## src/road_strip_quad_tessellator_core_defines.svh

```systemverilog
// ----------------------------------------------------------------------------
// Road strip quad tessellator - assertion macros
// Concurrent assertion helpers, empty in synthesis builds.
// ----------------------------------------------------------------------------
`ifndef ROAD_STRIP_QUAD_TESSELLATOR_CORE_DEFINES_SVH
`define ROAD_STRIP_QUAD_TESSELLATOR_CORE_DEFINES_SVH
`ifndef SYNTHESIS
`define RSQT_ASSERT(lbl, clk, rst_n, prop) \
  lbl: assert property (@(posedge clk) disable iff (!rst_n) (prop)) \
    else $error("rsqt assertion failed");
`define RSQT_NEVER(lbl, clk, rst_n, prop) \
  lbl: assert property (@(posedge clk) disable iff (!rst_n) !(prop)) \
    else $error("rsqt forbidden condition seen");
`else
`define RSQT_ASSERT(lbl, clk, rst_n, prop)
`define RSQT_NEVER(lbl, clk, rst_n, prop)
`endif
`endif

```

## src/rsqt_pkg.sv

```systemverilog
// ----------------------------------------------------------------------------
// rsqt_pkg
// Widths, reset values and register codes of the road strip tessellator.
// ----------------------------------------------------------------------------
package rsqt_pkg;

  localparam int unsigned CoordW = 24;
  localparam int unsigned DiffW  = 25;
  localparam int unsigned MagW   = 24;
  localparam int unsigned RegW   = 16;
  localparam int unsigned LenW   = 25;
  localparam int unsigned RadW   = 49;
  localparam int unsigned SqSteps = 25;
  localparam int unsigned ProdW  = MagW + LenW;
  localparam int unsigned NumW   = 50;
  localparam int unsigned DenW   = LenW;
  localparam int unsigned PtW    = 27;
  localparam int unsigned TexW   = 24;
  localparam int unsigned AddrW  = 4;
  localparam int unsigned DataW  = 32;
  localparam int unsigned MaxSegmentsDef = 32;

  localparam logic [RegW-1:0] HalfWidthRst = 16'd896;
  localparam logic [RegW-1:0] ClearanceRst = 16'd896;
  localparam logic [RegW-1:0] MaxPieceRst  = 16'd1280;

  typedef enum logic [1:0] {
    RegHalfWidth = 2'd0,
    RegClearance = 2'd1,
    RegMaxPiece  = 2'd2
  } reg_idx_e;

  function automatic logic [CoordW-1:0] sat_coord(input logic signed [PtW-1:0] v);
    logic [CoordW-1:0] r;
    if (&v[PtW-1:CoordW-1] || ~|v[PtW-1:CoordW-1]) begin
      r = v[CoordW-1:0];
    end else if (v[PtW-1]) begin
      r = {1'b1, {(CoordW-1){1'b0}}};
    end else begin
      r = {1'b0, {(CoordW-1){1'b1}}};
    end
    return r;
  endfunction

endpackage

```

## src/rsqt_div.sv

```systemverilog
// ----------------------------------------------------------------------------
// rsqt_div
// Restoring unsigned divider, one quotient bit per cycle.
// ----------------------------------------------------------------------------
module rsqt_div (
  input  logic                       clk_i,
  input  logic                       rst_ni,
  input  logic                       start_i,
  input  logic [rsqt_pkg::NumW-1:0]  num_i,
  input  logic [rsqt_pkg::DenW-1:0]  den_i,
  output logic                       done_o,
  output logic [rsqt_pkg::NumW-1:0]  quot_o,
  output logic [rsqt_pkg::DenW-1:0]  rem_o
);
  import rsqt_pkg::*;

  localparam int unsigned CntW = $clog2(NumW + 1);
  localparam logic [CntW-1:0] Steps = CntW'(NumW);

  logic [NumW-1:0] acc_q;
  logic [DenW-1:0] rem_q, den_q;
  logic [CntW-1:0] cnt_q;
  logic            run_q, done_q;
  logic [DenW:0]   sh, diff;
  logic            ge;

  assign sh   = {rem_q, acc_q[NumW-1]};
  assign diff = sh - {1'b0, den_q};
  assign ge   = sh >= {1'b0, den_q};

  always_ff @(posedge clk_i or negedge rst_ni) begin
    if (!rst_ni) begin
      acc_q  <= '0;
      rem_q  <= '0;
      den_q  <= '0;
      cnt_q  <= '0;
      run_q  <= 1'b0;
      done_q <= 1'b0;
    end else begin
      done_q <= 1'b0;
      if (start_i) begin
        acc_q <= num_i;
        den_q <= den_i;
        rem_q <= '0;
        cnt_q <= Steps;
        run_q <= 1'b1;
      end else if (run_q) begin
        acc_q <= {acc_q[NumW-2:0], ge};
        rem_q <= ge ? diff[DenW-1:0] : sh[DenW-1:0];
        cnt_q <= cnt_q - CntW'(1);
        if (cnt_q == CntW'(1)) begin
          run_q  <= 1'b0;
          done_q <= 1'b1;
        end
      end
    end
  end

  assign done_o = done_q;
  assign quot_o = acc_q;
  assign rem_o  = rem_q;

endmodule

```

## config.mk

```make
export PLATFORM = sky130hd
export DESIGN_NAME = rsqt_div
export DESIGN_NICKNAME = d
export VERILOG_FILES = /design/src/road_strip_quad_tessellator_core_defines.svh /design/src/rsqt_pkg.sv /design/src/rsqt_div.sv
export SDC_FILE = /design/constraint.sdc
export NUM_CORES = 1
export LEC_CHECK = 0
export ABC_AREA = 1
export BUFFER_PORTS_ARGS = -buffer_cell sky130_fd_sc_hd__buf_4
export CAP_MARGIN = 20
export CORE_ASPECT_RATIO = 0.9
export CORE_MARGIN = 5
export CORE_UTILIZATION = 50
export CTS_BUF_LIST = sky130_fd_sc_hd__clkbuf_8
export DETAILED_ROUTE_END_ITERATION = 10
export GPL_ROUTABILITY_DRIVEN = 0
export HOLD_SLACK_MARGIN = 0.1
export PLACE_DENSITY = 0.79
export SETUP_SLACK_MARGIN = 0.15
export SLEW_MARGIN = 20
export SYNTH_ARGS = -nofsm -noshare
export SYNTH_HDL_FRONTEND = slang
export SYNTH_SLANG_ARGS = --single-unit
```

## constraint.sdc

```tcl
create_clock -name clk_i -period 3.4 [get_ports clk_i]
set_clock_uncertainty 0.05 [all_clocks]
set_input_delay 0.17 -clock clk_i [delete_from_list [all_inputs] [get_ports clk_i]]
set_output_delay 0.17 -clock clk_i [all_outputs]
set_load 0.005 [all_outputs]
```

# Word-level counts from Yosys, hierarchy flattened
# Cells that the tools add are included.
# totals
output_inout_bits,76
elab_cells,24
input_bits,78
reg_bits,108
# classes
eq_ne,1
reduce_logical,1
mux,13
add_sub_neg,2
n_lt_le_gt_ge,1
# op_table
operator,n
$mux 50,2
$mux 25,3
$ge 26x25->1,1
$sub 25x25->25,1
$mux 6,2
$eq 6x1->1 const B,1
$mux 1,6
$sub 6x1->6 const B,1
$reduce_bool 2->1,1

# Logic depth before layout (Yosys ltp)
# Gate-level depths: netlist (run 1).
# depth
word_depth,4
depth_mapped,16
mapped_depth_nobuf,16

# Least setup slack after synthesis (run 1)
# No wires, ideal clock.
# synth_timing
path_type,register to register
start,register acc_q[49] (netlist: quot_o[49])
end,register rem_q[19] (netlist: rem_o[19])
slack_ns,1.366
t_arrival_ns,1.866
required_ns,3.232
setup_ns,0.118
stages_incl_launch_ff,13
path_cell_list,dfrtp_1 > inv_1 > ha_1 > fa_1 > inv_1 > nand3_1 > nand3_1 > nand3_4 > nand3_4 > buf_6 > nand3_1 > nand3_1 > nand2_1
# synth_between
elab_chain_len,4
# synth_lines
item,line_no,text
"start, declared",rsqt_div.sv:20,logic [NumW-1:0] acc_q;
"start signal, assigned",rsqt_div.sv:42,acc_q <= num_i;
"start signal, assigned",rsqt_div.sv:48,"acc_q <= {acc_q[NumW-2:0], ge};"
$sub 25x25->25 or $ge 26x25->1 (tied branches),"rsqt_div.sv:28, rsqt_div.sv:29",
$mux 25 (*),rsqt_div.sv:49,rem_q <= ge ? diff[DenW-1:0] : sh[DenW-1:0];
$mux 25 (*),rsqt_div.sv:47,end else if (run_q) begin
$mux 25 (*),rsqt_div.sv:41,if (start_i) begin
"end signal, assigned",rsqt_div.sv:49,
"end, declared",rsqt_div.sv:21,"logic [DenW-1:0] rem_q, den_q;"
# Mark *: on every way between the ends. The rest lies on a longest branch, timed or not. The select of a mux whose other input is x is not followed.
# A chain may end at the register's enable or synchronous reset.

# Worst setup path after layout (run 1)
# Same ends and word-level chain as after synthesis.

==> metrics.txt, run 1 <==
status finished, final reports clean; Hold Crit Endpoint rem_o[11]$_DFFE_PN0P_; drt wl/cell 14.98 um; top-count cell post-synth nand2_1; final hold vios 0; NetSw 2.647 mW; ys async rst share 100.0%; Pleak roughly 4.9 nW; cell count after synthesis 926; later-pin clock latency in the skew report slightly above 0.4 ns; share of post-route cells with drive strength above 1 16.96%; Power Density around 650 nW/um^2; power share of the clock group between 10% and 20%; post-DP HPWL ~13000 um; Hold Path Stages 4; TritonCTS Buffers 9; r2r setup slk about 0.81 ns; Top Ports approximately 150; die area between 15000 and 20000 um^2; Synth top area share a little over 40%; die height about 120 um; Worst slew margin about a third; dominant synthesized flop cell dfrtp_1; Post-synth EDFFs 0; ANT cells 0; R2R cell count 11; clk sink count approximately 110; maximum clock path buffer count 2; nets approximately 1200; Seq cells post-synth roughly 110; PortBufs 153; antenna viol nets, final 0; slew of the pin with the lowest slew margin slightly above 1 ns; synth cell count leaders 331 x nand2_1, 181 x inv_1, 108 x dfrtp_1; # DRC 0; worst hold slack roughly 0.13 ns; Synth Net Count just over 1000; fin crit period roughly 2.6 ns; main area contributors after synthesis dfrtp_1 41%, nand2_1 19%, inv_1 10%; Initial Util 50.50%; initial antenna violation count 0; All-Layer GR Usage between 20 and 30%; cts repair resizes 0; RSZ-0062 raised after global routing false; worst vdd ir 0.0003740 V; fin. max-slew vios 0; Yosys top cell by area dfrtp_1; post-synthesis sequential area ratio slightly above 40%; CTS Hold Bufs 76; Synth Area per Inst between 7 and 8 um^2; Internal 3.136 mW; Final setup viols 0; synthesis-to-layout area growth 33.70%; worst hold path class in2reg; reg2reg start quot_o[49]$_DFFE_PN0P_; clock root cell clkbuf_8; worst reg2reg endpoint rem_o[19]$_DFFE_PN0P_; DR iter-0 viols roughly 480; CTS tree done; Yosys cell types 34; crit path launch type flip-flop; final WL 19660 um; Pre-Repair DR Iteration Count 5; Reg clk slew, reported paths around 0.11 ns; Vias/cell 5.242; critical path data required time around 3.6 ns; fmax 385.6 MHz; Crit. End Element flip-flop; crit path DAT 2.83 ns; first-pass GRT wire length 33280 um; Worst Path Class, Setup reg2reg; Sw Share a little under half; CTS H-tree lvls 3; FP Rows 40; Setup TNS 0 ns; MaxCap Viol Count 0; gr ovfl total 0; ratio of final minimum period to clock period 76.27%; Core Area about 13000 um^2; Sequential Power Share about 30%; pin count of the biggest net entering global routing ~100; Max FO, Critical Path 26; worst setup path start quot_o[49]$_DFFE_PN0P_; Post-CTS Setup Repair Bufs 0; vias 6877; die width between 100 and 150 um; area of the mapped netlist around 6700 um^2; total number of yosys warnings 0; hold_sp start_i; vias in the first global route approximately 6800; combinational share of power 55.2%
-- sequential cells by signal, indices dropped and copies added, names as in the netlist --
name    cells
rem_o      25
quot_o     50
cnt_q       6
done_o      1
den_q      25
run_q       1
-- layout make-up --
cell class,instances,area [um^2]
clock buffer,9,123.9
clock inverter,7,95.09
fill,1106,4292
inverter,182,683.2
multi-input combinational,601,3137
sequential,108,2703
tap,168,210.2
timing repair buffer,237,1969
-- placed cells by master, fill, tap and decap left out, types with 3 or more instances in the layout --
cell,count
a21oi_1,16
a22oi_1,3
buf_4,161
clkbuf_8,9
clkinv_4,3
dfrtp_1,108
dlygate4sd3_1,76
ha_1,27
inv_1,181
nand2_1,331
nand3_1,48
nand3_4,3
nand3b_1,3
nand4_1,31
nor2_1,29
nor2_2,6
o21ai_0,30
o221ai_1,46
xnor2_1,4
xor2_1,7
-- power by group through the flow --
stage / sequential [mW] / combinational (mW) / clock (mW)
after floorplan: 1.72 / 2.17 / 0
after global placement: 1.74 / 3.04 / 0
after detailed placement: 1.75 / 3.07 / 0
after CTS: 1.73 / 3.16 / 0.869
after global routing: 1.76 / 3.63 / 0.923
final: 1.73 / 3.19 / 0.863
-- worst max-delay path, stage by stage, from the launching register on --
cell and delay (ns):
dfrtp_1 0.36, inv_1 0.07, ha_1 0.23, fa_1 0.40, inv_1 0.11, nand3_1 0.09, nand3_1 0.19, nand3_4 0.33
nand3_4 0.39, nand3_1 0.12, nand3_1 0.09, nand2_1 0.05
-- per-stage QoR --
stage / utilization, % / setup WS (ns) / instance area, um^2 / total power [mW] / std cells
after floorplan: - / 1.366 / 6673 / 3.890 / 926
after global placement: 60.10 / 0.9011 / 7941 / 4.780 / 1220
after detailed placement: 60.10 / 0.8404 / 7941 / 4.819 / 1220
after CTS: 67.52 / 0.8086 / 8921 / 5.754 / 1312
after global routing: 67.52 / 0.5911 / 8921 / 6.315 / 1312
final: 67.52 / 0.8070 / 8921 / 5.784 / 1312
-- per-layer routing --
layer	wire length (um)	vias up	global-route usage [%]	share of wire, %
li1	-	3363	-	-
met1	8292	3197	33.27	42
met2	9341	286	41.31	48
met3	1639	31	6.748	8.3
met4	381	0	6.620	1.9
met5	0	-	0	0
-- logic make-up (layout without fill, tap and decap cells) --
kind of cell               Yosys count  after routing  synth area share [%]
and+or+nand+nor                    462            462                 29.61
buffers and inverters              217            435                 12.56
DFF                                108            108                 40.50
AOI/OAI and AO/OA                  100            100                 10.52
adders and majority gates           28             28                 5.363
xor gates and xnor gates            11             11                 1.444
-- how the worst max path moves through the flow --
stage	to	depth (start not counted)	slack, ns
2_1_floorplan	rem_o[19]$_DFFE_PN0P_	12	1.37
3_3_place_gp	rem_o[22]$_DFFE_PN0P_	12	0.90
3_5_place_dp	rem_o[13]$_DFFE_PN0P_	11	0.84
4_1_cts	rem_o[13]$_DFFE_PN0P_	11	0.81
5_1_grt	rem_o[16]$_DFFE_PN0P_	10	0.59
6_report	rem_o[19]$_DFFE_PN0P_	11	0.81
(Power assumes the default switching activity.)
==> run 2, diff against run 1 <==
==> constraint.sdc (replaced) <==
create_clock -name clk_i -period 2.7 [get_ports clk_i]
set_clock_uncertainty 0.05 [all_clocks]
set_input_delay 0.135 -clock clk_i [delete_from_list [all_inputs] [get_ports clk_i]]
set_output_delay 0.135 -clock clk_i [all_outputs]
set_load 0.005 [all_outputs]
==> run 2 against run 1 <==
Combinational power up 30%. Die area unchanged. Flip-flop and latch count unchanged. Final cell count grew 0.46%. Critical path type unchanged.
==> metrics.txt, run 2 (synthesis gave the netlist of run 1 again) <==
status finished, final reports clean (unchanged); GR Util met3 8.298% (was 6.748%); die area 15760 um^2 (unchanged); vias 6880 (was 6877); Initial Util 50.50% (unchanged); clk sink count 108 (unchanged); Worst slew margin 59.18% (was 31.92%); CTS H-tree lvls 3 (unchanged); MaxCap Viol Count 0 (unchanged); fillers 1123 (was 1106); fin crit period 2.319 ns (was 2.593 ns); dpl ws 0.2655 ns (was 0.8404 ns); Core Area 13210 um^2 (unchanged); antenna viol nets, final 0 (unchanged); M2 GR Usage 43.81% (was 41.31%); R2R cell count 10 (was 11); Top Ports 154 (unchanged); combinational share of power 56.9% (was 55.2%); Sequential Power Share 29.8% (was 29.9%); r2r setup slk 0.38 ns (was 0.81 ns); Reg clk slew, reported paths 0.11 ns (about the same); Final setup viols 0 (unchanged); die height 119.6 um (unchanged); NetSw 3.416 mW (was 2.647 mW); Setup TNS 0 ns (unchanged); ANT cells 0 (unchanged); later-pin clock latency in the skew report 0.40 ns (was 0.41 ns); TritonCTS Buffers 9 (unchanged); routing usage on met1 32.32% (was 33.27%); worst reg2reg endpoint rem_o[20]$_DFFE_PN0P_ (was rem_o[19]$_DFFE_PN0P_); critical path data required time 2.95 ns (was 3.64 ns); share of post-route cells with drive strength above 1 17.48% (was 16.96%); power share of the clock group 13.3% (was 14.9%); worst vdd ir 0.0004224 V (was 0.0003740 V); maximum clock path buffer count 2 (unchanged); fmax 431.3 MHz (was 385.6 MHz); PortBufs 153 (unchanged); post-DP HPWL 14100 um (was 13410 um); synthesis-to-layout area growth 34.39% (was 33.70%); fin. max-slew vios 0 (unchanged); Vias/cell 5.220 (was 5.242); crit path DAT 2.57 ns (was 2.83 ns); number of flip-flops in the largest register 50 (unchanged); Pleak 4.935 nW (was 4.904 nW); Internal 3.877 mW (was 3.136 mW); # DRC 0 (unchanged); nets 1251 (was 1245); RSZ-0062 raised after global routing false (unchanged); ratio of final minimum period to clock period 85.87% (was 76.27%); CTS tree done (unchanged); Crit. End Element flip-flop (unchanged); clock root cell clkbuf_8 (unchanged); Power Density 813.2 nW/um^2 (was 648.3 nW/um^2); initial antenna violation count 0 (unchanged); die width 131.8 um (unchanged); DR iter-0 viols 390 (was 481); GRT busiest layer met2 (unchanged); crit path launch type flip-flop (unchanged); final hold vios 0 (unchanged); first-pass GRT wire length 34420 um (was 33280 um); pin count of the biggest net entering global routing 66 (was 104); reg2reg start rem_o[16]$_DFFE_PN0P_ (was quot_o[49]$_DFFE_PN0P_); Pre-Repair DR Iteration Count 5 (unchanged); Sw Share 46.84% (was 45.77%); final setup margin 0.3815 ns (was 0.8070 ns); final WL 20800 um (was 19660 um); Max FO, Critical Path 24 (was 26); worst hold path class in2async (was in2reg); most common cell after layout, fill and taps aside nand2_1 (unchanged); gr ovfl total 0 (unchanged); vias in the first global route 7211 (was 6821); drt wl/cell 15.78 um (was 14.98 um); Worst Path Class, Setup reg2reg (unchanged); most frequent cells in the layout 331 x nand2_1, 182 x inv_1, 163 x buf_4 (was 331 x nand2_1, 181 x inv_1, 161 x buf_4); slew of the pin with the lowest slew margin 0.6123 ns (was 1.021 ns); FP Rows 40 (unchanged); All-Layer GR Usage 26.28% (was 25.22%)
[run 2: cell count changes in the layout (fill, tap and decap cells not counted)]
cell        delta
fa_1           -1
nand3_2        +2
bufinv_16      -1
clkinvlp_4     +1
buf_4          +2
buf_12         +1
clkinv_8       -1
nand3_1        -1
nand3_4        +1
inv_1          +1
fa_2           +1
buf_6          +1
[run 2: per-stage QoR]
| stage | std cells | cell area (um^2) | util (%) | hold WS [ns] | power [mW] |
|---|---|---|---|---|---|
| finish | 1318 | 8967 | 67.87 | 0.2016 | 7.293 |
| global route | 1318 | 8967 | 67.87 | 0.2448 | 7.926 |
| CTS | 1315 | 8921 | 67.52 | 0.1919 | 7.169 |
| detailed placement | 1223 | 7976 | 60.37 | 0.1102 | 6.100 |
| global placement | 1223 | 7976 | 60.37 | 0.1071 | 6.023 |
| floorplan | 926 | 6673 | - | -0.2106 | 4.899 |
[run 2: worst max-delay path by stage]
stage | from | end | cells past startpoint
2_1_floorplan | quot_o[49]$_DFFE_PN0P_ | rem_o[19]$_DFFE_PN0P_ | 12
3_5_place_dp | quot_o[49]$_DFFE_PN0P_ | rem_o[16]$_DFFE_PN0P_ | 11
6_report | rem_o[16]$_DFFE_PN0P_ | rem_o[20]$_DFFE_PN0P_ | 10
3_3_place_gp | quot_o[49]$_DFFE_PN0P_ | rem_o[16]$_DFFE_PN0P_ | 11
5_1_grt | quot_o[49]$_DFFE_PN0P_ | rem_o[22]$_DFFE_PN0P_ | 15
4_1_cts | quot_o[49]$_DFFE_PN0P_ | rem_o[16]$_DFFE_PN0P_ | 11
[run 2: worst max-delay path: stages, from the launching register on]
cell     delay, ns
dfrtp_1       0.42
ha_1          0.36
nand2_1       0.14
inv_1         0.05
a21oi_1       0.20
nand2_1       0.14
a21oi_4       0.27
buf_6         0.26
nand4_1       0.16
nand3_1       0.12
nand2_1       0.05
[run 2: area by class of cell]
type / instances / area, um^2 / share of cell area, %
flip-flops and latches: 108 / 2703 / 30.14
well taps: 168 / 210.2 / 2.344
inverters: 182 / 683.2 / 7.618
repair buffers: 241 / 2016 / 22.48
clock buffers: 9 / 123.9 / 1.381
multi-input cells: 603 / 3172 / 35.37
clock inverters: 7 / 60.06 / 0.6697
[run 2: metal layers]
layer	up-vias	part of all wire, %
met3	51	8.1
li1	3378	-
met1	3182	42
met2	269	48
met4	0	2.8
met5	-	0
[run 2: power by group through the flow]
stage | clock network (mW) | logic (mW) | registers (mW)
2_1_floorplan | 0 | 2.73 | 2.16
3_3_place_gp | 0 | 3.84 | 2.18
3_5_place_dp | 0 | 3.90 | 2.20
4_1_cts | 0.987 | 4.01 | 2.17
5_1_grt | 1.05 | 4.66 | 2.22
6_report | 0.973 | 4.15 | 2.17
[run 2: repair_timing]
action | CTS | global route
gates resized for setup | 0 | 4
hold buffers | 76 | 0
endpoints found under the hold margin | 128 | 0
setup endpoints to repair | 0 | 25
setup buffers | 0 | 1
