--- src/road_strip_quad_tessellator_core_defines.svh ---
// ----------------------------------------------------------------------------
// Road strip quad tessellator - assertion macros
// Concurrent assertion helpers, empty in synthesis builds.
// ----------------------------------------------------------------------------
`ifndef ROAD_STRIP_QUAD_TESSELLATOR_CORE_DEFINES_SVH
`define ROAD_STRIP_QUAD_TESSELLATOR_CORE_DEFINES_SVH
`ifndef SYNTHESIS
`define RSQT_ASSERT(lbl, clk, rst_n, prop) \
  lbl: assert property (@(posedge clk) disable iff (!rst_n) (prop)) \
    else $error("rsqt assertion failed");
`define RSQT_NEVER(lbl, clk, rst_n, prop) \
  lbl: assert property (@(posedge clk) disable iff (!rst_n) !(prop)) \
    else $error("rsqt forbidden condition seen");
`else
`define RSQT_ASSERT(lbl, clk, rst_n, prop)
`define RSQT_NEVER(lbl, clk, rst_n, prop)
`endif
`endif

--- src/rsqt_pkg.sv ---
// ----------------------------------------------------------------------------
// rsqt_pkg
// Widths, reset values and register codes of the road strip tessellator.
// ----------------------------------------------------------------------------
package rsqt_pkg;

  localparam int unsigned CoordW = 24;
  localparam int unsigned DiffW  = 25;
  localparam int unsigned MagW   = 24;
  localparam int unsigned RegW   = 16;
  localparam int unsigned LenW   = 25;
  localparam int unsigned RadW   = 49;
  localparam int unsigned SqSteps = 25;
  localparam int unsigned ProdW  = MagW + LenW;
  localparam int unsigned NumW   = 50;
  localparam int unsigned DenW   = LenW;
  localparam int unsigned PtW    = 27;
  localparam int unsigned TexW   = 24;
  localparam int unsigned AddrW  = 4;
  localparam int unsigned DataW  = 32;
  localparam int unsigned MaxSegmentsDef = 32;

  localparam logic [RegW-1:0] HalfWidthRst = 16'd896;
  localparam logic [RegW-1:0] ClearanceRst = 16'd896;
  localparam logic [RegW-1:0] MaxPieceRst  = 16'd1280;

  typedef enum logic [1:0] {
    RegHalfWidth = 2'd0,
    RegClearance = 2'd1,
    RegMaxPiece  = 2'd2
  } reg_idx_e;

  function automatic logic [CoordW-1:0] sat_coord(input logic signed [PtW-1:0] v);
    logic [CoordW-1:0] r;
    if (&v[PtW-1:CoordW-1] || ~|v[PtW-1:CoordW-1]) begin
      r = v[CoordW-1:0];
    end else if (v[PtW-1]) begin
      r = {1'b1, {(CoordW-1){1'b0}}};
    end else begin
      r = {1'b0, {(CoordW-1){1'b1}}};
    end
    return r;
  endfunction

endpackage

--- src/rsqt_sqrt.sv ---
// ----------------------------------------------------------------------------
// rsqt_sqrt
// Digit-by-digit square root, one result bit per cycle, rounded to nearest.
// ----------------------------------------------------------------------------
module rsqt_sqrt (
  input  logic                       clk_i,
  input  logic                       rst_ni,
  input  logic                       start_i,
  input  logic [rsqt_pkg::RadW-1:0]  rad_i,
  output logic                       done_o,
  output logic [rsqt_pkg::LenW-1:0]  root_o
);
  import rsqt_pkg::*;

  localparam int unsigned KW = $clog2(SqSteps);

  logic [RadW-1:0] n_q;
  logic [RadW:0]   r_q;
  logic [KW-1:0]   k_q;
  logic            run_q, done_q;
  logic [RadW:0]   bit_w, t_w, rnd_w;
  logic            take;

  assign bit_w = (RadW+1)'(1) << {k_q, 1'b0};
  assign t_w   = r_q + bit_w;
  assign take  = {1'b0, n_q} >= t_w;
  assign rnd_w = ({1'b0, n_q} > r_q) ? r_q + (RadW+1)'(1) : r_q;

  always_ff @(posedge clk_i or negedge rst_ni) begin
    if (!rst_ni) begin
      n_q    <= '0;
      r_q    <= '0;
      k_q    <= '0;
      run_q  <= 1'b0;
      done_q <= 1'b0;
    end else begin
      done_q <= 1'b0;
      if (start_i) begin
        n_q   <= rad_i;
        r_q   <= '0;
        k_q   <= KW'(SqSteps - 1);
        run_q <= 1'b1;
      end else if (run_q) begin
        if (take) begin
          n_q <= n_q - t_w[RadW-1:0];
          r_q <= (r_q >> 1) + bit_w;
        end else begin
          r_q <= r_q >> 1;
        end
        k_q <= k_q - KW'(1);
        if (k_q == '0) begin
          run_q  <= 1'b0;
          done_q <= 1'b1;
        end
      end
    end
  end

  assign done_o = done_q;
  assign root_o = rnd_w[LenW-1:0];

endmodule

--- config.mk ---
export PLATFORM = sky130hd
export DESIGN_NAME = rsqt_sqrt
export DESIGN_NICKNAME = d
export VERILOG_FILES = /design/src/road_strip_quad_tessellator_core_defines.svh /design/src/rsqt_pkg.sv /design/src/rsqt_sqrt.sv
export SDC_FILE = /design/constraint.sdc
export NUM_CORES = 1
export LEC_CHECK = 0
export BUFFER_PORTS_ARGS = -buffer_cell sky130_fd_sc_hd__buf_2
export CAP_MARGIN = 40
export CORE_ASPECT_RATIO = 1.5
export CORE_UTILIZATION = 65
export CTS_BUF_LIST = sky130_fd_sc_hd__clkbuf_2
export CTS_CLUSTER_SIZE = 12
export DETAILED_ROUTE_END_ITERATION = 12
export HOLD_SLACK_MARGIN = 0.1
export PLACE_DENSITY = 0.84
export REMOVE_ABC_BUFFERS = 1
export SKIP_CTS_REPAIR_TIMING = 1
export SYNTH_ARGS = -nofsm -noshare
export SYNTH_HDL_FRONTEND = slang
export SYNTH_SLANG_ARGS = --single-unit
--- constraint.sdc ---
create_clock -name clk_i -period 9.6 [get_ports clk_i]
set_input_delay 0.96 -clock clk_i [delete_from_list [all_inputs] [get_ports clk_i]]
set_output_delay 0.96 -clock clk_i [all_outputs]
set_load 0.005 [all_outputs]
# ---- After elaboration in Yosys (flattened, before gate mapping)
# Cells that the tools add are included.
dict set report classes {
  add_sub_neg 5
  shifts 1
  reduce_logical 4
  order_cmp 2
  n_mux 15
}
# operator count
set ops {}
lappend ops {{$mux 50} 3}
lappend ops {{$mux 49} 3}
lappend ops {{$add 49x50->50} 1}
lappend ops {{$add 50x50->50} 1}
lappend ops {{$ge 49x50->1} 1}
lappend ops {{$gt 49x50->1} 1}
lappend ops {{$shl 1x6->50 const A} 1}
lappend ops {{$sub 49x49->49} 1}
lappend ops {{$add 25x1->25 const B} 1}
lappend ops {{$mux 25} 1}
lappend ops {{$mux 5} 2}
lappend ops {{$mux 1} 6}
lappend ops {{$logic_not 5->1} 1}
lappend ops {{$sub 5x1->5 const B} 1}
lappend ops {{$reduce_bool 2->1} 2}
lappend ops {{$reduce_and 2->1} 1}
dict set report totals {
  ff_bits 106
  word_cells 32
}

# ---- Depth between registers and ports, before layout
# Gate-level depths: netlist (run 1).
dict set report depth {
  depth_word 6
  ltp_mapped 30
  mapped_depth_nobuf 27
}

# ---- Worst setup path after synthesis (run 1)
# OpenSTA, ideal clock, no wires.
dict set report synth_timing {
  kind {register to register}
  start {reg k_q[0]}
  end {reg r_q[23]}
  setup_time_ns 0.094
  path_stages_with_launch 30
  t_arrival_ns 5.685
  slack_ns 3.821
  required_ns 9.506
  period_less_slack_ns 5.779
  cell_sequence {dfrtp_1 > inv_1 > ha_1 > nand2b_1 > nor3_1 > ha_1 > ha_1 > a21oi_1 > nor2_1 > maj3_1 > a221oi_1 > o41a_1 > o211ai_2 > nand3b_1 > a21oi_1 > o21ai_1 > xor2_1 > ha_1 > clkbuf_1 > nand4_1 > nor3_1 > nand4_1 > o31ai_1 > nor3_1 > a2bb2oi_2 > o21a_1 > clkbuf_1 > o21ai_0 > xnor2_1 > a211oi_1}
}
dict set report synth_via {
  elab_chain_len 6
  elab_cells_between_ends 7
  classes_between {add/sub (2); order compare (1); shift (1); mux (3)}
}
# element line
set synth_lines {}
lappend synth_lines {{start, declared} rsqt_sqrt.sv:19} ;# logic [KW-1:0] k_q;
lappend synth_lines {{start signal, assigned} rsqt_sqrt.sv:41} ;# k_q <= KW'(SqSteps - 1);
lappend synth_lines {{start signal, assigned} rsqt_sqrt.sv:50} ;# k_q <= k_q - KW'(1);
lappend synth_lines {{$shl 1x6->50 (*)} rsqt_sqrt.sv:24} ;# assign bit_w = (RadW+1)'(1) << {k_q, 1'b0};
lappend synth_lines {{$add 50x50->50} rsqt_sqrt.sv:25} ;# assign t_w = r_q + bit_w;
lappend synth_lines {{$ge 49x50->1} rsqt_sqrt.sv:26} ;# assign take = {1'b0, n_q} >= t_w;
lappend synth_lines {{$mux 50 (*)} rsqt_sqrt.sv:44} ;# if (take) begin
lappend synth_lines {{$mux 50 (*)} rsqt_sqrt.sv:43} ;# end else if (run_q) begin
lappend synth_lines {{$mux 50 (*)} rsqt_sqrt.sv:38} ;# if (start_i) begin
lappend synth_lines {{end signal, assigned} rsqt_sqrt.sv:46} ;# r_q <= (r_q >> 1) + bit_w;
lappend synth_lines {{end signal, assigned} rsqt_sqrt.sv:48} ;# r_q <= r_q >> 1;
lappend synth_lines {{end, declared} rsqt_sqrt.sv:18} ;# logic [RadW:0] r_q;
# Mark *: on every way between the ends. The rest lies on a longest branch, timed or not. The select of a mux whose other input is x is not followed.
# A chain may end at the register's enable or synchronous reset.

# ---- Worst setup path in the final report (run 1)
dict set report layout_timing {
  start {reg k_q[0]}
  end {reg r_q[30]}
}
# Same word-level chain as after synthesis.

==> out/metrics.yaml, run 1 <==
status:
  outcome: "completed"
synth:
  netlist_instances: 1727
  synthArstFlopShare_pct: 100
  ys_types: 92
  synth_area_leaders: "dfrtp_1, ha_1, xnor2_1, a21oi_1, o21ai_0"
  yosys_warnings: 0
  synth.largest_area_cell: "dfrtp_1"
  synth_edf_count: 0
  syn_avg_cell_area_um2: 7.63
  synth_top_area_share_pct: 20.1
  ys_seq_elements: 106
  yosysSeqAreaShare_pct: 20.1
  synth_top_flop_cell: "dfrtp_1"
  synth_area_um2: 13200
critical_path:
  reg2reg_slack_ns: 1.78
  slowest_stage: "nor3_1"
  cp_top_family: "simple AND/OR/NAND/NOR gates"
  endpoint_kind: "flip-flop"
  slowest_delay_ns: 0.62
  crit_path_max_fanout: 63
  r2r-start: "k_q[0]$_DFFE_PN0P_"
  start_kind: "flip-flop"
  cp_num_cells: 28
  cp_common_cell: "ha_1"
  worst-setup-path-type: "reg2reg"
  path_buf_inv: 2
  crit_required_ns: 10.31
  r2r_cells: 28
  worst_ep_arrival_time_ns: 8.53
  timing.rr.end: "r_q[30]$_DFFE_PN0P_"
die:
  io_pins: 78
  dieArea_um2: 20900
  die_w_um: 118
  core_um2: 19800
  rows: 63
  die_h_um: 176
  start_util_pct: 66.6
finish:
  fin_nets: 1941
  multi_input_area_um2: 9820
  area_delta_synth_final_pct: 4.12
  postLayoutCellArea_um2: 13700
  drive_above_1_share_pct: 8.72
  nFillCells: 1764
  final-seq-area_um2: 2650
grt:
  grt_pass1_wl_mm: 68.1
  antenna_found_initial: 2
  grt_pass1_vias: 13391
  grt.overflow.total: 0
  grt_use_total_pct: 41.9
  grt_max_degree: 66
detailed_routing:
  num_vias: 13625
  first_pass_iters: 6
  initialDrtViolationCount: 1205
  drcViolationCount: 0
  via_per_inst: 6.80
  ant_nets: 0
  routed_wl_mm: 43.6
  routedWlPerCell_um: 21.8
cts:
  numCtsBuffers: 9
  tritoncts: "built"
  htreeDepth: 3
  clock_path_buffers: 2
  root_buffer: "clkbuf_2"
  clk_latency_ns: 0.76
  clk_pin_slew_ns: 0.32
  clock_sink_count: 106
power_and_ir_drop:
  p_per_area_nw_per_um2: 300
  clockPowerShare_pct: 5.2
  p_seq_share_pct: 20.3
  p_leak_nw: 5.78
  power_frac_comb_pct: 74.6
  p_int_mw: 1.81
  swShare_pct: 56.2
  ir_drop_uv: 218
  switchingPower_mw: 2.32
sta:
  clock.fmax_ghz: 0.128
  finClkSkew_ns: 0.0374
  setup_violations: 0
  slew_violations: 0
  fin_setup_tns_ns: 0
  worst_pin_slew_ns: 0.930
  rsz0062_at_grt: "no"
  min_period_ns: 7.82
  max_slew_margin_pct: 37.7
  finalCritPeriodShare_pct: 81.5
  hold_viol_final: 0
placement:
  hpwl_mm: 34.1
  postPlaceCellArea_um2: 13600
  port_buffers: 77
  place_congestion: 1.03
flow_run:
  cap_violations: 0
hold_path:
  hold_class: "in2async"
-- sequential cells by signal, indices dropped and copies added, names as in the netlist --
signal  cells
r_q        50
n_q        49
done_o      1
run_q       1
k_q         5
-- metrics by stage --
stage	setup WS [ns]	utilization, %	power (mW)	hold WS, ns	std cells
floorplan	2.28	-	2.99	0.511	1639
global placement	2.29	68.8	3.76	0.544	1986
detailed placement	2.07	68.9	3.82	0.582	1987
CTS	2.00	69.4	4.05	0.116	2003
global route	1.34	69.4	4.43	0.130	2005
finish	1.78	69.4	4.12	0.108	2005
-- layer usage --
| metal | vias to the layer above | routed length [µm] | track usage [%] |
|---|---|---|---|
| li1 | 6364 | - | - |
| met1 | 6375 | 15500 | 42.7 |
| met2 | 651 | 21600 | 74.8 |
| met3 | 235 | 2330 | 5.88 |
| met4 | 0 | 4170 | 37.4 |
| met5 | - | 0 | 0 |
-- worst register-to-register path, delay by kind of cell (launching register included) --
family                     cells  cell delay (ns)
buffers and inverters          2             0.48
and+or+nand+nor               10             2.76
AOI/OAI and AO/OA             10             2.41
xor gates and xnor gates       1             0.19
adders and majority gates      5             1.42
DFF                            1             0.52
-- worst max-delay path by stage --
stage,from,endpoint,slack [ns]
2_1_floorplan,k_q[1]$_DFFE_PN0P_,n_q[43]$_DFFE_PN0P_,2.28
3_3_place_gp,k_q[0]$_DFFE_PN0P_,r_q[30]$_DFFE_PN0P_,2.29
3_5_place_dp,k_q[0]$_DFFE_PN0P_,r_q[30]$_DFFE_PN0P_,2.07
4_1_cts,k_q[0]$_DFFE_PN0P_,r_q[30]$_DFFE_PN0P_,2.00
5_1_grt,k_q[0]$_DFFE_PN0P_,r_q[30]$_DFFE_PN0P_,1.34
6_report,k_q[0]$_DFFE_PN0P_,r_q[30]$_DFFE_PN0P_,1.78
-- cell families after synthesis --
kind of cell    share of synthesized area, %
compound gates                          28.8
simple gates                            19.8
buf+inv                                 5.41
fa+ha+maj                               14.6
xor+xnor                                9.37
flops                                   20.1
mux                                     1.87
-- Yosys cell counts, types with 11 or more instances --
master / n
a211oi_1: 39
buf_2: 14
and3_1: 21
mux2i_1: 19
dfrtp_1: 106
a21oi_1: 133
a311oi_1: 19
ha_1: 150
o21a_1: 15
o31ai_1: 11
xnor2_1: 102
nand2_1: 164
xor2_1: 39
clkbuf_1: 65
o21ai_1: 13
nand3_1: 40
nor2b_1: 11
nor3_1: 25
nand2b_1: 15
a31oi_1: 50
a21o_1: 43
inv_1: 91
o21ai_0: 131
nor2_1: 158
o211ai_1: 18
o21bai_1: 17
and2_1: 14
or3_1: 16
nand4_1: 42
-- layout make-up --
type	count	area share (%)
Multi-Input combinational cell	1441	71.5
Sequential cell	106	19.3
Timing Repair Buffer	88	3.59
Inverter	92	2.52
Tap cell	260	2.37
Clock buffer	11	0.401
Clock inverter	5	0.228
Antenna cell	2	0.0365
-- power by group through the flow --
stage / Combinational (mW) / Sequential [mW] / Clock, mW
final: 3.07 / 0.835 / 0.214
after global routing: 3.37 / 0.838 / 0.229
after CTS: 3.02 / 0.819 / 0.214
after detailed placement: 2.99 / 0.828 / 0
after global placement: 2.94 / 0.827 / 0
after floorplan: 2.27 / 0.718 / 0
-- layout by cell type (no fill, tap or decap), drive strengths merged, types with 43 or more instances in the layout --
cell | netlist | routed
a31oi | 50 | 50
buf | 22 | 88
xnor2 | 102 | 102
ha | 150 | 150
nor2 | 159 | 159
dfrtp | 106 | 106
a21oi | 136 | 136
nand2 | 164 | 164
o21ai | 147 | 147
inv | 91 | 92
a21o | 43 | 43
Note: power is estimated with default switching activity, not from simulation.
==> run 2: changes to the inputs <==
clock period = 7.4 ns   (was 9.6 ns; I/O delays follow)
==> run 2 against run 1 <==
Net effect:
- worst hold slack improved by 0.060 ns
- sequential power grew 29%
- power is 33% higher
- combinational power grew 33%
- global-route usage grew 0.34 points
- via count is 1.8% higher
- core utilization grew 0.89 points
- critical endpoint is now r_q[23]$_DFFE_PN0P_
==> out/metrics.yaml, run 2 (same netlist as run 1, synthesis figures left out) <==
grt:
  grt.overflow.total: 0  # unchanged
  grt_use_total_pct: 42.3  # was 41.9%
  antenna_found_initial: 2  # unchanged
  grt_max_degree: 80  # was 66
  grt_pass1_vias: 13498  # was 13391
  grt_pass1_wl_mm: 68.7  # was 68.1 mm
detailed_routing:
  routed_wl_mm: 43.8  # was 43.6 mm
  drcViolationCount: 0  # unchanged
  via_per_inst: 6.89  # was 6.80
  first_pass_iters: 6  # unchanged
  ant_nets: 0  # unchanged
  routedWlPerCell_um: 21.8  # about the same
  num_vias: 13876  # was 13625
  initialDrtViolationCount: 1380  # was 1205
cts:
  clk_pin_slew_ns: 0.33  # was 0.32 ns
  clock_sink_count: 106  # unchanged
  root_buffer: "clkbuf_2"  # unchanged
  numCtsBuffers: 9  # unchanged
  htreeDepth: 3  # unchanged
  clk_latency_ns: 0.75  # was 0.76 ns
  clock_path_buffers: 2  # unchanged
  tritoncts: "built"  # unchanged
die:
  dieArea_um2: 20900  # unchanged
  die_w_um: 118  # unchanged
  rows: 63  # unchanged
  start_util_pct: 66.6  # unchanged
  io_pins: 78  # unchanged
  core_um2: 19800  # unchanged
  die_h_um: 176  # unchanged
finish:
  finalNonFillerCells: 2015  # was 2005
  largest_register_ff_count: 50  # unchanged
  fin_nets: 1951  # was 1941
  final_cell_mix: "nand2_1, nor2_1, ha_1"  # unchanged
  area_delta_synth_final_pct: 5.45  # was 4.12%
  regMostFlops: "r_q"  # unchanged
  final_common_cell: "nand2_1"  # unchanged
  drive_above_1_share_pct: 9.47  # was 8.72%
  fin_util_pct: 70.3  # was 69.4%
  reg_top3: "r_q x50, n_q x49, k_q x5"  # unchanged
  nFillCells: 1708  # was 1764
sta:
  clock.fmax_ghz: 0.144  # was 0.128 GHz
  setup_violations: 0  # unchanged
  min_period_ns: 6.93  # was 7.82 ns
  finalCritPeriodShare_pct: 93.7  # was 81.5%
  worst_pin_slew_ns: 0.848  # was 0.930 ns
  finClkSkew_ns: 0.0464  # was 0.0374 ns
  hold_viol_final: 0  # unchanged
  rsz0062_at_grt: "no"  # unchanged
  max_slew_margin_pct: 43.5  # was 37.7%
  setup_ws_ns: 0.469  # was 1.78 ns
  slew_violations: 0  # unchanged
  fin_setup_tns_ns: 0  # unchanged
power_and_ir_drop:
  p_leak_nw: 5.86  # was 5.78 nW
  p_per_area_nw_per_um2: 394  # was 300 nW/µm²
  power_mw: 5.48  # was 4.12 mW
  ir_drop_uv: 377  # was 218 µV
critical_path:
  start_kind: "flip-flop"  # unchanged
  cp_common_cell: "nor3_1"  # was ha_1
  reg2reg_slack_ns: 0.47  # was 1.78 ns
  timing.rr.end: "r_q[23]$_DFFE_PN0P_"  # was r_q[30]$_DFFE_PN0P_
  worst_ep_arrival_time_ns: 7.61  # was 8.53 ns
  worst-setup-path-type: "reg2reg"  # unchanged
  crit_required_ns: 8.08  # was 10.31 ns
  slowest_stage: "dfrtp_1"  # was nor3_1
  r2r_cells: 27  # was 28
  endpoint_kind: "flip-flop"  # unchanged
  cp_top_family: "compound AO/OA/AOI/OAI gates"  # was simple AND/OR/NAND/NOR gates
  slowest_delay_ns: 0.50  # was 0.62 ns
  crit_path_max_fanout: 21  # was 63
  r2r-start: "k_q[1]$_DFFE_PN0P_"  # was k_q[0]$_DFFE_PN0P_
  path_buf_inv: 2  # unchanged
status:
  outcome: "completed"  # unchanged
hold_path:
  hold_path_end: "n_q[31]$_DFFE_PN0P_"
  min_path_cells: 3
  hold_start: "rad_i[31]"
  hold_class: "in2reg"  # was in2async
placement:
  dp_cells: 1996  # was 1987
  pre_cts_slack_ns: 0.222  # was 2.07 ns
  port_buffers: 77  # unchanged
  place_congestion: 1.05  # was 1.03
  hpwl_mm: 34.2  # was 34.1 mm
flow_run:
  cap_violations: 0  # unchanged
-- run 2: area by class of cell --
| class | count | area, µm² | share of cell area, % |
|---|---|---|---|
| diodes | 2 | 5.00 | 0.0360 |
| clock buffers | 10 | 50.0 | 0.360 |
| clock inverters | 6 | 63.8 | 0.459 |
| inverters | 92 | 345 | 2.48 |
| multi-input cells | 1441 | 9850 | 70.9 |
| flip-flops and latches | 106 | 2650 | 19.1 |
| well taps | 260 | 325 | 2.34 |
| repair buffers | 98 | 608 | 4.37 |
-- run 2: report_power, final --
part / total, mW / leakage, nW / internal, mW / switching, mW
clock: 0.313 / 0.0704 / 0.0804 / 0.233
combinational: 4.09 / 4.43 / 1.64 / 2.46
sequential: 1.08 / 1.36 / 0.757 / 0.318
total: 5.48 / 5.86 / 2.47 / 3.01
-- run 2: tightest hold or removal path, stage by stage --
cell     delay, ns
buf_2         0.07
nand2_1       0.04
o21ai_0       0.06
-- run 2: routing by layer --
| layer | vias up | part of all wire [%] | routed length, µm | track usage (%) |
|---|---|---|---|---|
| met5 | - | 0 | 0 | 0 |
| li1 | 6396 | - | - | - |
| met3 | 281 | 6.0 | 2630 | 5.30 |
| met4 | 0 | 10 | 4490 | 39.8 |
| met1 | 6480 | 35 | 15400 | 43.5 |
| met2 | 719 | 49 | 21300 | 74.3 |
-- run 2: how the worst max path moves through the flow --
stage	startpoint	end	slack, ns	cells past startpoint
3_3_place_gp	k_q[0]$_DFFE_PN0P_	n_q[39]$_DFFE_PN0P_	0.47	28
3_5_place_dp	k_q[0]$_DFFE_PN0P_	r_q[33]$_DFFE_PN0P_	0.22	27
4_1_cts	k_q[0]$_DFFE_PN0P_	r_q[33]$_DFFE_PN0P_	0.18	27
6_report	k_q[1]$_DFFE_PN0P_	r_q[23]$_DFFE_PN0P_	0.47	27
2_1_floorplan	k_q[1]$_DFFE_PN0P_	n_q[43]$_DFFE_PN0P_	0.08	22
5_1_grt	k_q[1]$_DFFE_PN0P_	r_q[21]$_DFFE_PN0P_	0.1	28
-- run 2: stage by stage --
stage	hold slack [ns]	cell area (µm²)
global route	0.166	13900
CTS	-0.114	13900
finish	0.168	13900
detailed placement	0.569	13700
global placement	0.541	13700
floorplan	0.444	12800
==> run 3: changes to the inputs <==
clock period = 7.9 ns   (was 7.4 ns; I/O delays follow)
==> run 3 against run 2 <==
Net effect:
- power down 6.8%
- critical path depth decreased by 1
- clock power shrank 17%
- non-clock buffer count fell by 5
- flip-flop and latch count unchanged
- final area decreased by 0.81%
- worst hold slack got worse by 0.0048 ns
- global-route usage shrank 0.13 points
==> out/metrics.yaml, run 3 (same netlist as run 1, synthesis figures left out) <==
status:
  outcome: "completed"  # unchanged
finish:
  area_delta_synth_final_pct: 4.59  # was 5.45%
  largest_register_ff_count: 50  # unchanged
  finalNonFillerCells: 2009  # was 2015
  regMostFlops: "r_q"  # unchanged
  fin_util_pct: 69.7  # was 70.3%
  final_common_cell: "nand2_1"  # unchanged
  reg_top3: "r_q x50, n_q x49, k_q x5"  # unchanged
  nFillCells: 1698  # was 1708
  drive_above_1_share_pct: 8.99  # was 9.47%
  final_cell_mix: "nand2_1, nor2_1, ha_1"  # unchanged
  fin_nets: 1946  # was 1951
critical_path:
  crit_path_max_fanout: 34  # was 21
  reg2reg_slack_ns: 0.48  # was 0.47 ns
  r2r-start: "k_q[1]$_DFFE_PN0P_"  # unchanged
  crit_path_end: "r_q[10]$_DFFE_PN0P_"  # was r_q[23]$_DFFE_PN0P_
  startpoint: "k_q[1]$_DFFE_PN0P_"  # unchanged
  worst_ep_arrival_time_ns: 8.10  # was 7.61 ns
  worst-setup-path-type: "reg2reg"  # unchanged
  endpoint_kind: "flip-flop"  # unchanged
  start_kind: "flip-flop"  # unchanged
  crit_required_ns: 8.59  # was 8.08 ns
  r2r_cells: 26  # was 27
  timing.rr.end: "r_q[10]$_DFFE_PN0P_"  # was r_q[23]$_DFFE_PN0P_
hold_path:
  hold_class: "in2reg"  # unchanged
sta:
  worst_pin_slew_ns: 0.898  # was 0.848 ns
  finClkSkew_ns: 0.0608  # was 0.0464 ns
  hold_viol_final: 0  # unchanged
  max_slew_margin_pct: 39.3  # was 43.5%
  rsz0062_at_grt: "no"  # unchanged
  setup_violations: 0  # unchanged
  slew_violations: 0  # unchanged
  fin_setup_tns_ns: 0  # unchanged
  min_period_ns: 7.42  # was 6.93 ns
  clock.fmax_ghz: 0.135  # was 0.144 GHz
  fin_hold_ws_ns: 0.163  # was 0.168 ns
  finalCritPeriodShare_pct: 93.9  # was 93.7%
grt:
  grt.overflow.total: 0  # unchanged
  grt_max_degree: 65  # was 80
  grt_pass1_wl_mm: 68.1  # was 68.7 mm
  grt_pass1_vias: 13177  # was 13498
  grt_use_total_pct: 42.1  # was 42.3%
  antenna_found_initial: 2  # unchanged
cts:
  clk_latency_ns: 0.79  # was 0.75 ns
  htreeDepth: 3  # unchanged
  tritoncts: "built"  # unchanged
  clock_path_buffers: 2  # unchanged
  numCtsBuffers: 9  # unchanged
  clk_pin_slew_ns: 0.37  # was 0.33 ns
  root_buffer: "clkbuf_2"  # unchanged
  clock_sink_count: 106  # unchanged
detailed_routing:
  via_per_inst: 6.85  # was 6.89
  first_pass_iters: 9  # was 6
  initialDrtViolationCount: 1125  # was 1380
  drcViolationCount: 0  # unchanged
  routed_wl_mm: 43.9  # was 43.8 mm
  routedWlPerCell_um: 21.9  # was 21.8 µm
  num_vias: 13769  # was 13876
  ant_nets: 0  # unchanged
die:
  die_h_um: 176  # unchanged
  dieArea_um2: 20900  # unchanged
  die_w_um: 118  # unchanged
  start_util_pct: 66.6  # unchanged
  core_um2: 19800  # unchanged
  rows: 63  # unchanged
  io_pins: 78  # unchanged
placement:
  place_congestion: 0.999  # was 1.05
  hpwl_mm: 34.2  # about the same
  port_buffers: 77  # unchanged
  dp_cells: 1989  # was 1996
power_and_ir_drop:
  p_leak_nw: 5.81  # was 5.86 nW
  ir_drop_uv: 258  # was 377 µV
  p_per_area_nw_per_um2: 371  # was 394 nW/µm²
flow_run:
  cap_violations: 0  # unchanged
## run 3: cell count changes in the layout (fill, tap and decap cells not counted), sizes merged
| cell | previous run | this run |
|---|---|---|
| clkinvlp | 1 | 0 |
| buf | 97 | 92 |
| bufinv | 1 | 0 |
| clkinv | 3 | 4 |
## run 3: worst min path at each step
stage,startpoint,end,slack [ns],cells after the start
3_3_place_gp,n_q[0]$_DFFE_PN0P_,n_q[0]$_DFFE_PN0P_,0.54,2
5_1_grt,rad_i[4],n_q[4]$_DFFE_PN0P_,0.22,3
4_1_cts,rst_ni,n_q[36]$_DFFE_PN0P_,0.02,1
2_1_floorplan,rst_ni,done_o$_DFF_PN0_,0.49,0
6_report,rad_i[37],n_q[37]$_DFFE_PN0P_,0.16,3
3_5_place_dp,n_q[0]$_DFFE_PN0P_,n_q[0]$_DFFE_PN0P_,0.58,2
## run 3: final cells by class
cell class                      instances  area, µm²  share of cell area [%]
Sequential cell                       106       2650                    19.2
Inverter                               92        345                    2.50
Timing Repair Buffer                   93        538                    3.90
Multi-Input combinational cell       1441       9840                    71.4
Tap cell                              260        325                    2.36
Clock inverter                          5       31.3                   0.227
Antenna cell                            2       5.00                  0.0363
Clock buffer                           10       50.0                   0.363
## run 3: power breakdown
group | switching, mW | total [mW] | leakage, nW | internal, mW
Sequential | 0.296 | 1.00 | 1.36 | 0.709
Clock | 0.218 | 0.260 | 0.0600 | 0.0421
Combinational | 2.33 | 3.85 | 4.39 | 1.52
## run 3: stage by stage
stage / setup slack (ns) / power [mW] / area (µm²)
final: 0.483 / 5.11 / 13800
after global routing: 0.0962 / 5.48 / 13800
after CTS: 0.529 / 4.94 / 13700
after detailed placement: 0.607 / 4.67 / 13600
after global placement: 0.852 / 4.61 / 13600
after floorplan: 0.579 / 3.64 / 12800
## run 3: routing by layer
layer	track usage, %	vias up	share of wire, %
met5	0	-	0
met4	37.6	0	9.1
met3	6.27	253	6.0
met2	74.9	669	50
met1	42.9	6464	35
li1	-	6383	-
## run 3: worst max-delay path, cell delays in order (launching register included)
cell and delay (ns):
dfrtp_1 0.49, inv_1 0.11, ha_1 0.20, nand2b_1 0.12, nor3_1 0.49, ha_1 0.38, a21oi_1 0.18, nor2_1 0.09
maj3_1 0.40, a221oi_2 0.41, o41a_1 0.37, o211ai_2 0.18, nand3b_1 0.15, a21oi_1 0.08, o21ai_1 0.18, xor2_1 0.12
ha_1 0.47, nand4_1 0.16, nor3_1 0.30, nand4_1 0.14, o31ai_1 0.47, nor3_1 0.18, a2bb2oi_4 0.35, o21ai_4 0.30
buf_4 0.34, or3_1 0.37, a311oi_1 0.29
